$ cat config.mk
export PLATFORM = sky130hd
export DESIGN_NAME = base64url_decoder_validator
export DESIGN_NICKNAME = d
export VERILOG_FILES = /design/src/hdl/bdv_pkg.sv /design/src/hdl/base64url_decoder_validator.sv /design/src/hdl/bdv_front.sv /design/src/hdl/bdv_queue.sv /design/src/hdl/bdv_back.sv
export SDC_FILE = /design/constraint.sdc
export NUM_CORES = 1
export LEC_CHECK = 0
export ABC_AREA = 0
export BUFFER_PORTS_ARGS = -buffer_cell sky130_fd_sc_hd__buf_2
export CORE_ASPECT_RATIO = 0.75
export CORE_MARGIN = 4
export CORE_UTILIZATION = 40
export CTS_BUF_LIST = sky130_fd_sc_hd__clkbuf_4 sky130_fd_sc_hd__clkbuf_8
export CTS_CLUSTER_SIZE = 20
export DETAILED_ROUTE_END_ITERATION = 10
export SYNTH_ARGS = -nofsm -noshare
export SYNTH_HDL_FRONTEND = slang
export SYNTH_SLANG_ARGS = --single-unit
$ cat constraint.sdc
create_clock -name clk -period 3.3 [get_ports clk]
set_input_delay 0.33 -clock clk [delete_from_list [all_inputs] [get_ports clk]]
set_output_delay 0.33 -clock clk [all_outputs]
set_load 0.1 [all_outputs]
$ cat src/hdl/bdv_pkg.sv
// Shared types and constants of the base64url decoder and validator.
package bdv_pkg;

	localparam int QDEPTH = 4;
	localparam int PTR_W  = $clog2(QDEPTH);
	localparam int CNT_W  = $clog2(QDEPTH + 1);

	localparam logic [1:0] STATUS_OK         = 2'd0;
	localparam logic [1:0] STATUS_BAD_CHAR   = 2'd1;
	localparam logic [1:0] STATUS_BAD_LENGTH = 2'd2;

	localparam logic [5:0] ALPHA_HYPHEN     = 6'd62;
	localparam logic [5:0] ALPHA_UNDERSCORE = 6'd63;

	typedef struct packed {
		logic [7:0] ch;
		logic       last_char;
	} item_t;

	typedef struct packed {
		logic [7:0] out_byte;
		logic       last_out;
		logic [1:0] status;
	} result_t;

	// A character after classification: its 6-bit value, or a bad flag.
	typedef struct packed {
		logic [5:0] val;
		logic       bad;
		logic       last;
	} cls_t;

endpackage

$ cat src/hdl/base64url_decoder_validator.sv
// A result passes through the character queue and the result register before it shows on the result ports.
// Throughput: one character per cycle while the result register is free or being popped.
// A four-entry character queue lets push continue while results wait to be popped.
// Reset (arst_n low) empties the queue and the result register and clears the
// phase, held bits and error flag at once; no clearing pass is needed.
module base64url_decoder_validator import bdv_pkg::*; (
	input  logic    clk,
	input  logic    arst_n,
	input  logic    push,
	output logic    full,
	input  item_t   item,
	output logic    empty,
	input  logic    pop,
	output result_t result
);

	logic wr_en;
	cls_t wr_data;
	logic q_full;
	logic q_rd;
	cls_t q_data;
	logic q_nonempty;

	bdv_front u_front (
		.push    (push),
		.full    (full),
		.item    (item),
		.wr_en   (wr_en),
		.wr_data (wr_data),
		.q_full  (q_full)
	);

	bdv_queue u_queue (
		.clk      (clk),
		.arst_n   (arst_n),
		.wr_en    (wr_en),
		.wr_data  (wr_data),
		.full     (q_full),
		.rd_en    (q_rd),
		.rd_data  (q_data),
		.nonempty (q_nonempty)
	);

	bdv_back u_back (
		.clk        (clk),
		.arst_n     (arst_n),
		.q_nonempty (q_nonempty),
		.q_data     (q_data),
		.q_rd       (q_rd),
		.empty      (empty),
		.pop        (pop),
		.result     (result)
	);

endmodule

$ cat src/hdl/bdv_front.sv
// Front end: accepts characters and maps them through the URL-safe alphabet.
module bdv_front import bdv_pkg::*; (
	input  logic  push,
	output logic  full,
	input  item_t item,
	output logic  wr_en,
	output cls_t  wr_data,
	input  logic  q_full
);

	logic [7:0] offs;

	always_comb begin
		wr_data.last = item.last_char;
		wr_data.bad  = 1'b0;
		offs         = 8'd0;
		wr_data.val  = 6'd0;
		if (item.ch inside {[8'h41:8'h5A]}) begin
			offs        = item.ch - 8'h41;
			wr_data.val = offs[5:0];
		end else if (item.ch inside {[8'h61:8'h7A]}) begin
			offs        = item.ch - 8'd71;
			wr_data.val = offs[5:0];
		end else if (item.ch inside {[8'h30:8'h39]}) begin
			offs        = item.ch + 8'd4;
			wr_data.val = offs[5:0];
		end else if (item.ch == 8'h2D) begin
			wr_data.val = ALPHA_HYPHEN;
		end else if (item.ch == 8'h5F) begin
			wr_data.val = ALPHA_UNDERSCORE;
		end else begin
			// Anything else, including every byte above 127, is invalid.
			wr_data.bad = 1'b1;
		end
	end

	assign full  = q_full;
	assign wr_en = push && !q_full;

endmodule

$ cat src/hdl/bdv_queue.sv
// Short queue of classified characters between the front and back ends.
module bdv_queue import bdv_pkg::*; (
	input  logic clk,
	input  logic arst_n,
	input  logic wr_en,
	input  cls_t wr_data,
	output logic full,
	input  logic rd_en,
	output cls_t rd_data,
	output logic nonempty
);

	cls_t             mem_q [QDEPTH];
	logic [PTR_W-1:0] wr_ptr_q;
	logic [PTR_W-1:0] rd_ptr_q;
	logic [CNT_W-1:0] cnt_q;

	assign full     = (cnt_q == CNT_W'(QDEPTH));
	assign nonempty = (cnt_q != '0);
	assign rd_data  = mem_q[rd_ptr_q];

	always_ff @(posedge clk) begin
		if (wr_en) begin
			mem_q[wr_ptr_q] <= wr_data;
		end
	end

	always_ff @(posedge clk or negedge arst_n) begin
		if (!arst_n) begin
			wr_ptr_q <= '0;
			rd_ptr_q <= '0;
			cnt_q    <= '0;
		end else begin
			if (wr_en) begin
				wr_ptr_q <= (wr_ptr_q == PTR_W'(QDEPTH - 1)) ? '0 : wr_ptr_q + 1'b1;
			end
			if (rd_en) begin
				rd_ptr_q <= (rd_ptr_q == PTR_W'(QDEPTH - 1)) ? '0 : rd_ptr_q + 1'b1;
			end
			if (wr_en && !rd_en) begin
				cnt_q <= cnt_q + 1'b1;
			end else if (!wr_en && rd_en) begin
				cnt_q <= cnt_q - 1'b1;
			end
		end
	end

endmodule

$ cat src/hdl/bdv_back.sv
// Back end: splices 6-bit values into bytes and tracks length and errors.
module bdv_back import bdv_pkg::*; (
	input  logic    clk,
	input  logic    arst_n,
	input  logic    q_nonempty,
	input  cls_t    q_data,
	output logic    q_rd,
	output logic    empty,
	input  logic    pop,
	output result_t result
);

	logic [1:0] phase_q;
	logic [5:0] held_q;
	logic       bad_q;
	logic       res_valid_q;
	result_t    res_q;

	logic       take;
	logic       bad_now;
	logic [7:0] byte_val;
	logic [5:0] held_nxt;
	logic       emit;
	result_t    res_nxt;

	// The result register is free when empty or being popped in this cycle.
	assign take    = q_nonempty && (!res_valid_q || pop);
	assign q_rd    = take;
	assign bad_now = bad_q || q_data.bad;

	always_comb begin
		case (phase_q)
			2'd0: begin
				byte_val = 8'd0;
				held_nxt = q_data.val;
			end
			2'd1: begin
				byte_val = {held_q, q_data.val[5:4]};
				held_nxt = {2'b00, q_data.val[3:0]};
			end
			2'd2: begin
				byte_val = {held_q[3:0], q_data.val[5:2]};
				held_nxt = {4'b0000, q_data.val[1:0]};
			end
			default: begin
				byte_val = {held_q[1:0], q_data.val};
				held_nxt = 6'd0;
			end
		endcase
	end

	always_comb begin
		res_nxt.out_byte = byte_val;
		res_nxt.last_out = q_data.last;
		res_nxt.status   = STATUS_OK;
		emit             = (phase_q != 2'd0) && !bad_now;
		if (q_data.last) begin
			emit = 1'b1;
			// A bad length outranks an invalid character.
			if (phase_q == 2'd0) begin
				res_nxt.status   = STATUS_BAD_LENGTH;
				res_nxt.out_byte = 8'd0;
			end else if (bad_now) begin
				res_nxt.status   = STATUS_BAD_CHAR;
				res_nxt.out_byte = 8'd0;
			end
		end
	end

	always_ff @(posedge clk or negedge arst_n) begin
		if (!arst_n) begin
			phase_q     <= 2'd0;
			held_q      <= 6'd0;
			bad_q       <= 1'b0;
			res_valid_q <= 1'b0;
		end else begin
			if (take) begin
				if (q_data.last) begin
					phase_q <= 2'd0;
					held_q  <= 6'd0;
					bad_q   <= 1'b0;
				end else begin
					phase_q <= phase_q + 2'd1;
					held_q  <= held_nxt;
					bad_q   <= bad_now;
				end
				res_valid_q <= emit;
			end else if (pop) begin
				res_valid_q <= 1'b0;
			end
		end
	end

	always_ff @(posedge clk) begin
		if (take && emit) begin
			res_q <= res_nxt;
		end
	end

	assign empty  = !res_valid_q;
	assign result = res_q;

endmodule

==> metrics.md, run 1 <==
| Metric | Value |
|---|---|
| Total grt overflow | 0 |
| Iter 0 DRT Violations | 148 |
| Critical Path RT | 3.57 ns |
| Register area share after synthesis | 0.541 |
| Clock tree buffer depth | 2 |
| Kind of critical path | flop to flop |
| Hold EP | u_queue.mem_q[1][0]$_DFFE_PP_ |
| Pin slew with the least headroom to its limit | 0.651 ns |
| Warnings from Yosys | 0 |
| Die W | 111 microns |
| Final wirelength | 6210 microns |
| Rel. slew slack | 0.562 |
| HPWL after DPL | 4510 microns |
| Post-synth top area share | 0.407 |
| Yosys reg bits | 60 |
| Total Routing Usage GR | 0.140 |
| Syn_area_per_cell | 12.3 sq um |
| Die height | 85.1 microns |
| Ys flop type | edfxtp_1 |
| Unrepaired setup endpoints after global routing | no |
| Vias per cell | 5.39 |
| CP arrival | 2.77 ns |
| Row cnt | 27 |
| Nets | 316 |
| RePlAce Congestion | 1.04 |
| Vias in the first global route | 1,996 |
| Placeable Area | 7530 sq um |
| Critical path endpoint category | flop |
| Clk_lat worst skew | 0.34 ns |
| R2r startpoint | u_queue.cnt_q[0]$_DFFE_PN0P_ |
| Mapped Nets | 291 |
| Count leader, synth | edfxtp_1 |
| Critical-path cell list | o31a_1 -> inv_1 -> ha_1 -> inv_1 -> fa_1 -> xor2_1 -> nor2_1 -> xor2_1 |
| Max-slew violations | 0 |
| Crit path from | u_queue.cnt_q[0]$_DFFE_PN0P_ |
| Ports | 26 |
| Post-route minimum period | 2.50 ns |
| Initial antenna violation count | 0 |
| Total clock sinks | 60 |
| IR Drop Worst-Case VDD | 0.741 mV |
| Final hold violation count | 0 |
| Area delta synth->final | 12.7% |
| CP peak stage delay | 0.44 ns |
| Slowest library cell on the worst path | dfrtp_1 |
| Via count | 2,098 |
| Pre-CTS setup slack | 0.739 ns |
| Crit start category | flop |
| ANT cells | 0 |
| Top cells by count, synth | edfxtp_1, nor2_1, ha_1, dfrtp_1 |
| Asr flop ratio synth | 0.283 |
| Layout cells sized above 1 | 0.198 |
| Post-synth EDFFs | 43 |
| Final setup slack of the worst path | 0.801 ns |
| Die area | 9430 sq um |
| DRC Markers | 0 |
| Tcrit/Tclk final | 0.757 |
| Min-delay src | item[0] |
| Top post-synthesis cells by area | edfxtp_1, dfrtp_1, ha_1 |
| R2R Setup Slk | 0.80 ns |
| Post-route ant nets | 0 |
| Cell taking the most area after synthesis | edfxtp_1 |
| CTS buffer count | 9 |
| Crit-path max FO | 14 |
| Syn Inst Count | 258 |
| CTS clk-pin slew, worst paths | 0.07 ns |
| End of the worst register-to-register path | u_queue.cnt_q[2]$_DFFE_PN0P_ |
| R2R depth | 8 |
| H-tree Lvls | 3 |
| CTS Root Cell | clkbuf_8 |
| Hold Path Depth | 1 |
| Synth unique cells | 55 |
| Setup violators final | 0 |
| Lkg Pwr | 1.42 nW |
| Mapped Area | 3170 sq um |
| Setup TNS Final | 0 ns |
| Tightest Hold Check Type | input pin to flop |
| Starting Density | 0.421 |
| Pin count of the biggest net entering global routing | 18 |
| Port bufs | 25 |
| Max cap viols | 0 |
| CTS tree | yes |
| WL/cell | 16.0 microns |
| Clk_skew | 0.0113 ns |
| PwrDens | 982 nW/um^2 |
| Fmax | 400 MHz |
| First-pass GRT wire length | 10,400 microns |
| First-pass DRT Iterations | 4 |
| Status | completed |
-- routing by layer --
layer,wire (microns),GRT usage,up-vias
met4,114,0.0626,0
met5,0,0,-
li1,-,-,1013
met3,392,0.0542,14
met2,2650,0.194,68
met1,3050,0.193,1003
-- cell families (layout without fill, tap and decap cells) --
| kind of cell | after synthesis | in the layout | synth area share |
|---|---|---|---|
| AOI/OAI and AO/OA | 58 | 58 | 0.134 |
| xor gates and xnor gates | 4 | 4 | 0.0111 |
| adders and majority gates | 20 | 20 | 0.0813 |
| buffers and inverters | 27 | 57 | 0.0379 |
| DFF | 60 | 60 | 0.541 |
| muxes | 10 | 10 | 0.0635 |
| and+or+nand+nor | 79 | 79 | 0.131 |
-- how the worst max path moves through the flow --
stage | endpoint | slack [ns] | cells past startpoint
final | u_queue.cnt_q[2]$_DFFE_PN0P_ | 0.80 | 8
after floorplan | u_queue.cnt_q[1]$_DFFE_PN0P_ | 0.27 | 7
after detailed placement | u_queue.mem_q[1][7]$_DFFE_PP_ | 0.74 | 8
after CTS | u_queue.cnt_q[2]$_DFFE_PN0P_ | 0.80 | 8
after global placement | u_queue.mem_q[0][3]$_DFFE_PP_ | 0.70 | 8
after global routing | u_queue.cnt_q[2]$_DFFE_PN0P_ | 0.65 | 8
-- what timing repair did --
item | in CTS | in global routing
buffers inserted | 0 | 0
hold endpoints to repair | 17 | 0
hold buffers | 1 | 0
resized for setup | 0 | 0
-- flip-flops by register name, summed over array words and instances (netlist names) --
signal              count
u_back.result          11
u_back.res_valid_q      1
u_queue.wr_ptr_q        2
u_back.held_q           6
u_back.bad_q            1
u_queue.rd_ptr_q        2
u_queue.mem_q          32
u_queue.cnt_q           3
u_back.phase_q          2
-- metrics by stage --
step	power (mW)	util	hold slack, ns	std cells	instance area, sq um
2_1_floorplan	2.58	-	0.0344	258	3180
3_5_place_dp	2.88	0.447	0.292	372	3370
4_1_cts	3.54	0.475	0.201	389	3570
5_1_grt	3.73	0.475	0.193	389	3570
3_3_place_gp	2.87	0.447	0.277	372	3370
6_report	3.51	0.475	0.221	389	3570
-- worst max-delay path, delay by kind of cell, from the launching register on --
kind	cells	cell delay [ns]
fa+ha+maj	2	0.64
buf+inv	2	0.47
flops	1	0.44
compound gates	1	0.42
xor+xnor	2	0.32
simple gates	1	0.13
-- report_power, final --
group	internal, mW	leakage [nW]	switching [mW]
clock network	0.373	0.103	0.279
logic	0.445	0.696	1.15
registers	1.10	0.616	0.157
total	1.92	1.42	1.59
-- layout make-up --
| class | count | area [sq um] |
|---|---|---|
| fill | 652 | 3960 |
| clock inverter | 5 | 52.6 |
| clock buffer | 11 | 145 |
| tap | 101 | 126 |
| inverter | 14 | 52.6 |
| timing repair buffer | 27 | 143 |
| sequential | 60 | 1720 |
| multi-input combinational | 171 | 1340 |
-- cells in the final DEF (no fill, tap or decap), types with 4 or more instances in the layout --
cell type / netlist / layout
and2_1: 5 / 5
nand2_1: 14 / 14
or3_1: 4 / 4
edfxtp_1: 43 / 43
clkbuf_8: 0 / 10
ha_1: 19 / 19
buf_2: 2 / 25
a22oi_1: 8 / 8
nor2_1: 27 / 27
nand2b_1: 6 / 6
mux4_2: 8 / 8
a21oi_1: 13 / 13
o21ai_0: 7 / 7
inv_1: 14 / 14
dfrtp_1: 17 / 17
nor3_1: 6 / 6
a22o_1: 4 / 4
(Power assumes the default switching activity.)
==> run 2: changes to the inputs <==
==> constraint.sdc (replaced) <==
create_clock -name clk -period 2.35 [get_ports clk]
set_input_delay 0.235 -clock clk [delete_from_list [all_inputs] [get_ports clk]]
set_output_delay 0.235 -clock clk [all_outputs]
set_load 0.1 [all_outputs]
==> run 2 against run 1 <==
  * Core utilization increased by 1.8 points
  * Routed wire length increased by 7.3%
  * Via count increased by 4.9%
  * First-iteration DRC count increased by 20%
  * Largest cell class unchanged
  * Worst setup slack got worse by 0.58 ns
  * Maximum frequency increased by 18%
==> metrics.md, run 2 (same netlist as run 1, synthesis figures left out) <==
| Metric | Value |
|---|---|
| Via count | 2,200 (+4.9%) |
| Final Instance Area | 3710 sq um (+3.8%) |
| Worst hold slack | 0.127 ns (-0.0947 ns) |
| Peak-usage layer in the global routing report | met2 |
| Pre-CTS setup slack | 0.0121 ns (-0.727 ns) |
| Routing usage on met1 | 0.216 (+0.0230) |
| Max FFs per register | 32 (unchanged) |
| Total grt overflow | 0 (unchanged) |
| RePlAce Congestion | 0.927 (-11%) |
| Total clock sinks | 60 (unchanged) |
| Pin count of the biggest net entering global routing | 18 (unchanged) |
| Most common cell after layout, fill and taps aside | edfxtp_1 |
| DRC Markers | 0 (unchanged) |
| Largest reg by FF count | u_queue.mem_q |
| Final wirelength | 6660 microns (+7.3%) |
| Final setup slack of the worst path | 0.226 ns (-0.575 ns) |
| First-pass GRT wire length | 11,200 microns (+7.5%) |
| Rel. slew slack | 0.548 (-0.0135) |
| CP most frequent cell | xor2_1 |
| ANT cells | 0 (unchanged) |
| Fmax | 471 MHz (+18%) |
| Met3 usage | 0.0421 (-0.0121) |
| Post-route ant nets | 0 (unchanged) |
| WL/cell | 16.6 microns (+4.1%) |
| Slowest library cell on the worst path | dfrtp_1 |
| Die W | 111 microns (unchanged) |
| Critical Path RT | 2.60 ns (-0.97 ns) |
| Port bufs | 25 (unchanged) |
| CTS tree | yes |
| PwrDens | 1400 nW/um^2 (+43%) |
| Nets | 328 (+3.8%) |
| IR Drop Worst-Case VDD | 0.865 mV (+17%) |
| Unrepaired setup endpoints after global routing | no |
| Status | completed |
| CP arrival | 2.38 ns (-0.39 ns) |
| Critical path endpoint category | flop |
| Max-slew violations | 0 (unchanged) |
| Clk_skew | 0.0101 ns (-0.00121 ns) |
| Commonest non-fill, non-tap cells in the layout | edfxtp_1, nor2_1, buf_2 |
| Critical-path cell list | o31a_1 -> inv_1 -> ha_4 -> inv_2 -> fa_1 -> xor2_1 -> nor2_1 -> xor2_1 |
| Filler cells | 677 (+3.8%) |
| Ports | 26 (unchanged) |
| Lkg Pwr | 1.49 nW (+5.1%) |
| Area delta synth->final | 17.0% |
| Total Routing Usage GR | 0.150 (+0.00995) |
| Row cnt | 27 (unchanged) |
| CP peak stage delay | 0.46 ns (+0.02 ns) |
| Die area | 9430 sq um (unchanged) |
| Layout cells sized above 1 | 0.237 (+0.0388) |
| Power, Total | 5.20 mW (+48%) |
| Placeable Area | 7530 sq um (unchanged) |
| Placed Area | 3480 sq um (+3.2%) |
| Setup violators final | 0 (unchanged) |
| Tcrit/Tclk final | 0.904 (+0.147) |
| Footprint of the multi-input gates | 1360 sq um (+1.4%) |
| Kind of critical path | flop to flop |
| Clock tree buffer depth | 2 (unchanged) |
| Vias in the first global route | 2,175 (+9.0%) |
| CTS Root Cell | clkbuf_8 |
| CTS buffer count | 9 (unchanged) |
| Tightest Hold Check Type | input pin to flop |
| Initial antenna violation count | 0 (unchanged) |
| Max cap viols | 0 (unchanged) |
| Post-route minimum period | 2.12 ns (-0.375 ns) |
| HPWL after DPL | 4930 microns (+9.3%) |
| Vias per cell | 5.49 (+1.7%) |
| Crit-path max FO | 7 (-7) |
| Crit start category | flop |
| Die height | 85.1 microns (unchanged) |
| Pin slew with the least headroom to its limit | 0.671 ns (+0.0200 ns) |
| CTS clk-pin slew, worst paths | 0.06 ns (about the same) |
| Global Route met2 Usage | 0.219 (+0.0248) |
| H-tree Lvls | 3 (unchanged) |
| First-pass DRT Iterations | 4 (unchanged) |
| Reg area | 1720 sq um (unchanged) |
| Final hold violation count | 0 (unchanged) |
| Starting Density | 0.421 (unchanged) |
| Clk_lat worst skew | 0.33 ns (about the same) |
| Iter 0 DRT Violations | 178 (+20%) |
-- run 2: changes by cell type in the layout (fill, tap and decap cells not counted) --
cell,change
ha_4,+1
clkbuf_4,+1
inv_2,+1
nor3b_2,-1
ha_1,-1
inv_1,-1
bufinv_16,+1
buf_4,+12
clkinv_2,-2
nor3b_4,+1
-- run 2: critical path, delay by kind of cell, from the launching register on --
kind,cells,cell delay [ns]
adders and majority gates,2,0.53
buffers and inverters,2,0.19
and+or+nand+nor,1,0.12
AOI/OAI and AO/OA,1,0.42
xor gates and xnor gates,2,0.33
DFF,1,0.46
-- run 2: cell type report --
class | count | share of cell area
sequential | 60 | 0.463
multi-input combinational | 171 | 0.366
timing repair buffer | 39 | 0.0627
clock buffer | 12 | 0.0411
tap | 101 | 0.0341
clock inverter | 4 | 0.0196
inverter | 14 | 0.0142
-- run 2: power breakdown --
group	internal (mW)	total [mW]	switching [mW]
logic	0.720	2.44	1.72
registers	1.55	1.73	0.177
clock network	0.648	1.04	0.387
-- run 2: path summary, 6_finish.rpt --
path                                              start                         endpoint  slack [ns]  cells past startpoint
setup reg to reg           u_queue.cnt_q[0]$_DFFE_PN0P_     u_queue.cnt_q[2]$_DFFE_PN0P_        0.23                      8
setup / recovery           u_queue.cnt_q[0]$_DFFE_PN0P_     u_queue.cnt_q[2]$_DFFE_PN0P_        0.23                      8
hold reg to reg            u_back.held_q[5]$_DFFE_PN0P_     u_back.held_q[5]$_DFFE_PN0P_        0.51                      1
min in group asynchronous                        arst_n     u_back.held_q[2]$_DFFE_PN0P_        0.35                      2
hold / removal                                  item[0]    u_queue.mem_q[1][0]$_DFFE_PP_        0.13                      1
max in group asynchronous                        arst_n  u_queue.wr_ptr_q[1]$_DFFE_PN0P_        1.69                      2
-- run 2: stage by stage --
step | TNS, ns | std cells | util
after CTS | 0 | 401 | 0.493
final | 0 | 401 | 0.493
after floorplan | -0.265 | 258 | -
after global placement | 0 | 384 | 0.461
after global routing | 0 | 401 | 0.493
after detailed placement | 0 | 384 | 0.461
-- run 2: routing by layer --
| layer | share of wire | vias up |
|---|---|---|
| met5 | 0 | - |
| met4 | 0.0080 | 0 |
| met3 | 0.054 | 7 |
| met2 | 0.43 | 62 |
| met1 | 0.51 | 1088 |
| li1 | - | 1043 |
-- run 2: what timing repair did --
action                     4_1_cts  5_1_grt
resized for setup                0        0
hold buffers                     1        0
hold endpoints to repair        17        0
buffers inserted                 0        0
setup endpoints to repair        0        0
==> run 3: changes to the inputs <==
--- a/config.mk
+++ b/config.mk
@@ -13,6 +13,7 @@
 export CTS_BUF_LIST = sky130_fd_sc_hd__clkbuf_4 sky130_fd_sc_hd__clkbuf_8
 export CTS_CLUSTER_SIZE = 20
 export DETAILED_ROUTE_END_ITERATION = 10
+export PLACE_DENSITY_LB_ADDON = 0.3
 export SYNTH_ARGS = -nofsm -noshare
 export SYNTH_HDL_FRONTEND = slang
 export SYNTH_SLANG_ARGS = --single-unit
==> run 3 against run 2 <==
  * Sequential power barely moved
  * Clock power fell by 16%
  * Register-to-register slack barely moved
  * Power fell by 3.8%
  * Worst hold slack improved by 0.0045 ns
  * Core utilization fell by 0.51 points
  * Critical endpoint unchanged
  * Highest routed layer unchanged
==> metrics.md, run 3 (same netlist as run 1, synthesis figures left out) <==
| Metric | Value |
|---|---|
| Lkg Pwr | 1.47 nW (-1.2%) |
| Final wirelength | 6340 microns (-4.9%) |
| Pin count of the biggest net entering global routing | 18 (unchanged) |
| Layout cells sized above 1 | 0.230 (-0.00667) |
| Rel. slew slack | 0.559 (+0.0108) |
| IR Drop Worst-Case VDD | 1.09 mV (+26%) |
| CTS Root Cell | clkbuf_8 |
| Kind of critical path | flop to flop |
| Final setup slack of the worst path | 0.234 ns (+0.00832 ns) |
| HPWL after DPL | 4780 microns (-3.0%) |
| RePlAce Congestion | 0.868 (-6.4%) |
| First-pass DRT Iterations | 4 (unchanged) |
| Crit-path max FO | 7 (unchanged) |
| DRC Markers | 0 (unchanged) |
| ANT cells | 0 (unchanged) |
| Internal | 2.76 mW (-5.4%) |
| Die W | 111 microns (unchanged) |
| CTS clk-pin slew, worst paths | 0.06 ns (about the same) |
| Area delta synth->final | 15.8% |
| Vias in the first global route | 2,095 (-3.7%) |
| Starting Density | 0.421 (unchanged) |
| Post-route ant nets | 0 (unchanged) |
| Clock tree buffer depth | 2 (unchanged) |
| Most common cell after layout, fill and taps aside | edfxtp_1 |
| Tcrit/Tclk final | 0.900 (-0.00354) |
| Post-route minimum period | 2.12 ns (-0.00832 ns) |
| Commonest non-fill, non-tap cells in the layout | edfxtp_1, nor2_1, buf_2 |
| Vias per cell | 5.37 (-2.1%) |
| Tightest Hold Check Type | input pin to flop |
| Total grt overflow | 0 (unchanged) |
| Unrepaired setup endpoints after global routing | no |
| WL/cell | 15.8 microns (-4.9%) |
| Clk_skew | 0.0115 ns (+0.00147 ns) |
| Max cap viols | 0 (unchanged) |
| Die area | 9430 sq um (unchanged) |
| PwrDens | 1360 nW/um^2 (-2.8%) |
| R2R depth | 8 (unchanged) |
| Final hold violation count | 0 (unchanged) |
| Sequential share of power | 0.347 (+0.015) |
| Critical path endpoint category | flop |
| CP arrival | 2.37 ns (about the same) |
| P_sw | 2.24 mW (-1.8%) |
| Total Routing Usage GR | 0.145 (-0.00506) |
| Port bufs | 25 (unchanged) |
| Fmax | 473 MHz (+0.39%) |
| Via count | 2,154 (-2.1%) |
| Crit start category | flop |
| Iter 0 DRT Violations | 172 (-3.4%) |
| CTS tree | yes |
| Setup violators final | 0 (unchanged) |
| Nets | 328 (unchanged) |
| Pin slew with the least headroom to its limit | 0.656 ns (-0.0141 ns) |
| # placed instances | 384 (unchanged) |
| Hold Path Depth | 1 (unchanged) |
| First-pass GRT wire length | 10,800 microns (-3.8%) |
| Clock Power Share | 0.174 (-0.025) |
| Fin cells | 401 (unchanged) |
| Status | completed |
| Initial antenna violation count | 0 (unchanged) |
| Die height | 85.1 microns (unchanged) |
| Max-slew violations | 0 (unchanged) |
| Row cnt | 27 (unchanged) |
| Total clock sinks | 60 (unchanged) |
| H-tree Lvls | 3 (unchanged) |
| Postcts setup bufs | 0 (unchanged) |
| Sw Ratio | 0.448 (+0.00928) |
| Ports | 26 (unchanged) |
| Max FFs per register | 32 (unchanged) |
| Largest reg by FF count | u_queue.mem_q |
| Clk_lat worst skew | 0.34 ns (about the same) |
| CTS buffer count | 9 (unchanged) |
| Placeable Area | 7530 sq um (unchanged) |
| Critical Path RT | 2.61 ns (about the same) |
| Logic pwr share | 0.479 (+0.010) |
| Pre-CTS setup slack | -0.0215 ns (-0.0335 ns) |
==> run 3: changes by cell type in the layout (fill, tap and decap cells not counted), sizes merged <==
cell / before / now
clkbuf: 12 / 10
bufinv: 2 / 1
clkinv: 1 / 4
==> run 3: power by group through the flow <==
stage,combinational [mW],clock [mW],sequential (mW)
floorplan,1.24,0,2.42
global placement,2.38,0,1.75
detailed placement,2.42,0,1.76
CTS,2.42,0.899,1.74
global route,2.58,0.952,1.78
finish,2.40,0.871,1.74
==> run 3: through the flow <==
step	hold WS (ns)	TNS [ns]	area [sq um]	utilization	power (mW)
2_1_floorplan	-0.0606	-0.265	3200	-	3.67
3_3_place_gp	0.181	0	3480	0.461	4.13
3_5_place_dp	0.196	-0.0857	3480	0.461	4.18
4_1_cts	0.110	0	3670	0.487	5.06
5_1_grt	0.115	0	3670	0.487	5.32
6_report	0.131	0	3670	0.487	5.00
==> run 3: final cells by class <==
class                      instances  area, sq um
tap                              101          126
timing repair buffer              39          233
inverter                          14         52.6
clock inverter                     6         55.1
fill                             672         3860
sequential                        60         1720
clock buffer                      10          131
multi-input combinational        171         1360
==> run 3: path summary, 6_finish.rpt <==
| kind | slack [ns] | end | startpoint |
|---|---|---|---|
| setup / recovery | 0.23 | u_queue.cnt_q[2]$_DFFE_PN0P_ | u_queue.cnt_q[0]$_DFFE_PN0P_ |
| min in group asynchronous | 0.35 | u_back.phase_q[0]$_DFFE_PN0P_ | arst_n |
| setup reg to reg | 0.23 | u_queue.cnt_q[2]$_DFFE_PN0P_ | u_queue.cnt_q[0]$_DFFE_PN0P_ |
| hold / removal | 0.13 | u_queue.mem_q[2][0]$_DFFE_PP_ | item[0] |
| max in group asynchronous | 1.69 | u_queue.cnt_q[2]$_DFFE_PN0P_ | arst_n |
| hold reg to reg | 0.50 | u_back.held_q[4]$_DFFE_PN0P_ | u_back.held_q[4]$_DFFE_PN0P_ |
==> run 3: critical path: stages, from the launching register on <==
cell and delay [ns]:
dfrtp_1 0.47, o31a_1 0.42, inv_1 0.15, ha_4 0.16, inv_2 0.03, fa_1 0.36
xor2_1 0.17, nor2_1 0.12, xor2_1 0.16
==> run 3: repair_timing <==
action,in CTS,in global routing
hold endpoints to repair,17,0
resized for setup,0,0
endpoints found under the setup margin,0,0
hold buffers,1,0
==> run 3: per-layer routing <==
layer,vias to the layer above,wire length (microns),track usage
met5,-,0,0
met4,0,72,0.0436
met3,12,396,0.0478
met2,74,2660,0.204
met1,1031,3210,0.212
li1,1037,-,-
